$ cat src/mm_pkg.sv
// ----------------------------------------------------------------------------
// mm_pkg
// Shared types, codes and default sizes for the fixed-point matrix multiplier.
// ----------------------------------------------------------------------------
package mm_pkg;

  // default geometry and number format
  localparam int MM_MAX_DIM   = 8;
  localparam int MM_FRAC_BITS = 16;
  localparam int MM_WORD_W    = 32;

  // request commands
  localparam logic [1:0] CMD_LOAD_A  = 2'd0;
  localparam logic [1:0] CMD_LOAD_B  = 2'd1;
  localparam logic [1:0] CMD_COMPUTE = 2'd2;

  // configuration register indexes
  localparam logic [1:0] REG_ROWS_A     = 2'd0;
  localparam logic [1:0] REG_INNER_SIZE = 2'd1;
  localparam logic [1:0] REG_COLS_B     = 2'd2;

  localparam logic [3:0] SIZE_RESET = 4'd4;

  // row and column tags along the cell chain, wide enough for every size
  typedef logic [3:0] mm_tag_t;

  // request payload
  typedef struct packed {
    logic [1:0]                  cmd;
    logic [2:0]                  row_index;
    logic [2:0]                  col_index;
    logic signed [MM_WORD_W-1:0] elem_value;
  } mm_in_t;

  // result payload
  typedef struct packed {
    logic [2:0]                  out_row;
    logic [2:0]                  out_col;
    logic signed [MM_WORD_W-1:0] out_value;
    logic                        last;
  } mm_out_t;

  // element of A travelling from cell to cell
  typedef struct packed {
    logic                        vld;
    logic                        first;
    logic                        last;
    mm_tag_t                     tag;
    mm_tag_t                     row;
    logic signed [MM_WORD_W-1:0] val;
  } mm_flow_t;

  // write of one B element, broadcast to every cell
  typedef struct packed {
    logic                 we;
    mm_tag_t              row;
    mm_tag_t              col;
    logic [MM_WORD_W-1:0] val;
  } mm_bload_t;

  // finished dot product of one cell
  typedef struct packed {
    logic                        vld;
    mm_tag_t                     row;
    logic signed [MM_WORD_W-1:0] val;
  } mm_res_t;

endpackage

$ cat src/mm_cell.sv
// ----------------------------------------------------------------------------
// mm_cell
// One column of the result: holds a column of B, multiplies the passing A
// element by it, accumulates the dot product and hands A on to its neighbour.
// ----------------------------------------------------------------------------
module mm_cell
  import mm_pkg::*;
#(
  parameter int MAX_DIM   = MM_MAX_DIM,
  parameter int FRAC_BITS = MM_FRAC_BITS,
  parameter int CELL_ID   = 0
) (
  input  logic      clk,
  input  logic      rst_n,
  input  mm_flow_t  flow_in,
  input  mm_bload_t bload,
  output mm_flow_t  flow_out,
  output mm_res_t   res
);

  localparam int IDX_W = (MAX_DIM > 1) ? $clog2(MAX_DIM) : 1;
  localparam int SH_W  = 2 * MM_WORD_W - FRAC_BITS;
  localparam int ACC_W = SH_W + IDX_W + 1;

  // local column of B with its written flags
  logic [MM_WORD_W-1:0] b_mem_r [MAX_DIM];
  logic [MAX_DIM-1:0]   b_ok_r;

  mm_flow_t x_r;

  logic signed [MM_WORD_W-1:0]   b_sel;
  logic signed [2*MM_WORD_W-1:0] prod_nxt;
  logic signed [2*MM_WORD_W-1:0] prod_r;
  logic                          p_vld_r;
  logic                          p_first_r;
  logic                          p_last_r;
  mm_tag_t                       p_row_r;

  logic signed [SH_W-1:0]  sh;
  logic signed [ACC_W-1:0] acc_base;
  logic signed [ACC_W-1:0] acc_nxt;
  logic signed [ACC_W-1:0] acc_r;
  logic [ACC_W-32:0]       acc_hi;
  logic [MM_WORD_W-1:0]    sat_val;

  logic                 res_vld_r;
  mm_tag_t              res_row_r;
  logic [MM_WORD_W-1:0] res_val_r;

  // multiply stage, an unwritten B element reads as zero
  always_comb begin
    b_sel    = b_ok_r[x_r.tag[IDX_W-1:0]] ? $signed(b_mem_r[x_r.tag[IDX_W-1:0]]) : '0;
    prod_nxt = x_r.val * b_sel;
  end

  // floor shift back to Q16.16 and accumulate
  always_comb begin
    sh       = $signed(prod_r[2*MM_WORD_W-1:FRAC_BITS]);
    acc_base = p_first_r ? '0 : acc_r;
    acc_nxt  = acc_base + ACC_W'(sh);
  end

  // saturate the sum to 32 bits
  always_comb begin
    acc_hi = acc_nxt[ACC_W-1:31];
    if ((&acc_hi) || !(|acc_hi)) begin
      sat_val = acc_nxt[31:0];
    end else if (acc_nxt[ACC_W-1]) begin
      sat_val = 32'h8000_0000;
    end else begin
      sat_val = 32'h7FFF_FFFF;
    end
  end

  // control state
  always_ff @(posedge clk) begin
    if (!rst_n) begin
      x_r       <= '0;
      p_vld_r   <= 1'b0;
      res_vld_r <= 1'b0;
      b_ok_r    <= '0;
    end else begin
      x_r       <= flow_in;
      p_vld_r   <= x_r.vld;
      res_vld_r <= p_vld_r && p_last_r;
      if (bload.we && (bload.col == 4'(CELL_ID))) begin
        b_ok_r[bload.row[IDX_W-1:0]] <= 1'b1;
      end
    end
  end

  // datapath
  always_ff @(posedge clk) begin
    if (bload.we && (bload.col == 4'(CELL_ID))) begin
      b_mem_r[bload.row[IDX_W-1:0]] <= bload.val;
    end
    prod_r    <= prod_nxt;
    p_first_r <= x_r.first;
    p_last_r  <= x_r.last;
    p_row_r   <= x_r.row;
    if (p_vld_r) begin
      acc_r <= acc_nxt;
    end
    if (p_vld_r && p_last_r) begin
      res_row_r <= p_row_r;
      res_val_r <= sat_val;
    end
  end

  assign flow_out = x_r;
  assign res      = '{vld: res_vld_r, row: res_row_r, val: res_val_r};

endmodule

$ cat config.mk
export PLATFORM = sky130hd
export DESIGN_NAME = mm_cell
export DESIGN_NICKNAME = d
export VERILOG_FILES = /design/src/mm_pkg.sv /design/src/mm_cell.sv
export SDC_FILE = /design/constraint.sdc
export NUM_CORES = 2
export LEC_CHECK = 0
export BUFFER_PORTS_ARGS = -buffer_cell sky130_fd_sc_hd__buf_2
export CAP_MARGIN = 5
export CORE_ASPECT_RATIO = 1.5
export CORE_MARGIN = 5
export CORE_UTILIZATION = 60
export DETAILED_ROUTE_END_ITERATION = 16
export PLACE_DENSITY = 0.76
export SLEW_MARGIN = 30
export SYNTH_ARGS = -nofsm -noshare
export SYNTH_HDL_FRONTEND = slang
export SYNTH_SLANG_ARGS = --single-unit
export TNS_END_PERCENT = 30
$ cat constraint.sdc
create_clock -name clk -period 11.65 [get_ports clk]
set_input_delay 2.33 -clock clk [delete_from_list [all_inputs] [get_ports clk]]
set_output_delay 2.33 -clock clk [all_outputs]
set_load 0.01 [all_outputs]
==> metrics.csv <==
metric,value,unit
outcome,"complete, no violations",
htreeDepth,2,
io_pins,166,
synth_edf_count,344,
clockRootBuffer,clkbuf_16,
syn_area,0.0545,mm^2
cpPeakStageDelay,670,ps
power.internal,0.00264,W
clk_latency,660,ps
switchingPower,0.000945,W
fin_worst_skew,62.3,ps
totalWireLength,140,mm
p_leak,27.5,nW
synth_top_family_by_area,adder cells,
die-area,0.0970,mm^2
yosysWarnings,0,
setup_tns,0,ps
antenna_found_initial,6,
stdcell_count,6342,
hpwlAfterDp,101,mm
clk_pin_slew_worst_paths,60,ps
drc,0,
period_minus_slack,10250,ps
grt.total_usage,29.7,%
async_flop_share,0,%
die_x,256,um
synthXorXnorAreaFrac,1.75,%
max_slew_margin,31.2,%
post_cts_resized,0,
ctsHoldBuffers,0,
worstSetupStartpointType,flop,
setup_ws,1400,ps
wl_per_cell,22.0,um
core_region_area,0.0902,mm^2
cts_buffer_depth,3,
critPathKind,reg2reg,
rows,135,
ir_worst_vdd,157,uV
ys_top_cells_by_area,"fa_1, edfxtp_1, inv_1, and2_1, ha_1",
yosysUniqueCellTypes,79,
hold_violations,0,
areaGrowthSynthToFinish,6.88,%
synthesis.nets,6496,
setup_viol,0,
hold_path_depth,0,
end_kind,flop,
cap_violations,0,
worst_pin_slew,1030,ps
dp.cells,6251,
pre_cts_ws,1250,ps
drt.antenna.violating_nets,0,
netlist.area_leader.share,39.8,%
slowest_stage,nor2_2,
reg2regPathDepth,28,
via_per_inst,5.81,
synthMuxAreaShare,3.37,%
p_clk_share,40.1,%
seqPwrFrac,50.1,%
switching_share,26.4,%
path_buf_inv,4,
holdWs,348,ps
max_freq,97.6,MHz
syn_avg_cell_area,10.7,um^2
cts_tree,yes,
comb_power_share,9.9,%
hp-class,reg2reg,
cp.required,12190,ps
portBuffers,164,
synth-seq-cells,451,
drive_gt1_share,8.89,%
synth-compound-area-share,4.24,%
yosys.area_share.simple,13.8,%
drtIter0Drc,2703,
grt_max_degree,55,
grt_first_pass_wirelength,224,mm
die_h,379,um
post-route-period-util,88.0,%
gr-total-overflow,0,
drtPass1Iterations,6,
vias,36800,
crit_cells,28,
cp_max_fo,29,
critical_path.top_delay_family,adder cells,
synth-seq-area-share,22.9,%
grt_pass1_vias,41000,
cts_post_setup_buffers_inserted,0,
synthFlopType,edfxtp_1,
synth_top_area_cell,fa_1,
cts_sinks,451,
cts_made_buffers,45,
critPathMostFrequentCell,fa_1,
nets,6539,
rsz0062_at_grt,false,
start_util,60.4,%
gp_congestion,0.950,
slew_viol_final,0,
arrival,10790,ps
synth_cells,5097,
powerDensity,61.6,mW/mm^2
synthAdderAreaFrac,45.1,%
==> power groups by stage <==
stage               Sequential (W)  Clock (W)  Combinational (W)
floorplan                  0.00181          0           0.000218
global placement           0.00183          0           0.000340
detailed placement         0.00183          0           0.000347
CTS                        0.00179    0.00147           0.000349
global route               0.00180    0.00153           0.000383
finish                     0.00180    0.00144           0.000353
==> layout by cell type (no fill, tap or decap), types with 64 or more instances in the layout <==
master	n
a21oi_1	136
and2_1	554
buf_2	164
buf_4	81
dfxtp_1	94
edfxtp_1	344
fa_1	1082
ha_1	231
inv_1	1023
mux4_2	64
nand2_1	570
nor2_1	88
nor2b_1	70
xnor2_1	68
==> final timing paths <==
path,startpoint,endpoint,slack (ps)
max,flow_out[36],prod_r[62],1400
min reg2reg,flow_out[35],p_row_r[3],350
max reg2reg,flow_out[36],prod_r[62],1400
min,flow_out[35],p_row_r[3],350
==> synthesized netlist by cell type (43+ instances only) <==
cell / number
and2_1: 555
nor2b_1: 70
fa_1: 1082
mux4_2: 64
xnor2_1: 68
edfxtp_1: 344
clkbuf_1: 232
ha_1: 231
nor2_1: 123
dfxtp_1: 107
inv_1: 1023
a21oi_1: 136
a21o_1: 43
nand2_1: 570
o21ai_0: 43
==> cells by family after synthesis <==
logic type               count (synthesis)
AND/OR/NAND/NOR                       1483
adder cells (fa/ha/maj)               1313
buffers and inverters                 1280
flip-flops                             451
AO/OA/AOI/OAI                          358
XOR/XNOR                               109
multiplexers                           103
==> state kept, by name, indices dropped and copies added (netlist names) <==
name,count
b_ok_r,8
flow_out,43
res_vld_r,1
p_first_r,1
res_val_r,32
p_last_r,1
prod_r,48
acc_r,52
p_row_r,4
b_mem_r,256
res_row_r,4
p_vld_r,1
==> per-stage QoR <==
| step | instance area (um^2) | total power, W | utilization (%) |
|---|---|---|---|
| 4_1_cts | 58000 | 0.00361 | 64.4 |
| 6_report | 58200 | 0.00358 | 64.5 |
| 3_5_place_dp | 56600 | 0.00218 | 62.7 |
| 2_1_floorplan | 54500 | 0.00203 | - |
| 3_3_place_gp | 56600 | 0.00217 | 62.7 |
| 5_1_grt | 58200 | 0.00371 | 64.5 |
==> cell type report <==
type,count,area [um^2]
Tap cell,1164,1460
Inverter,1024,3840
Multi-Input combinational cell,3366,37400
Clock inverter,23,218
Sequential cell,451,12500
Clock buffer,61,1230
Fill cell,6938,32000
Timing Repair Buffer,252,1600
Antenna cell,1,2.50
==> metal layers <==
metal / global-route usage [%] / vias up / share of wire, %
met5: 0 / - / 0.049
met4: 15.4 / 10 / 6.4
met3: 6.43 / 554 / 8.9
met2: 51.0 / 1761 / 49
met1: 35.6 / 18800 / 35
li1: - / 15700 / -
(Power assumes the default switching activity.)
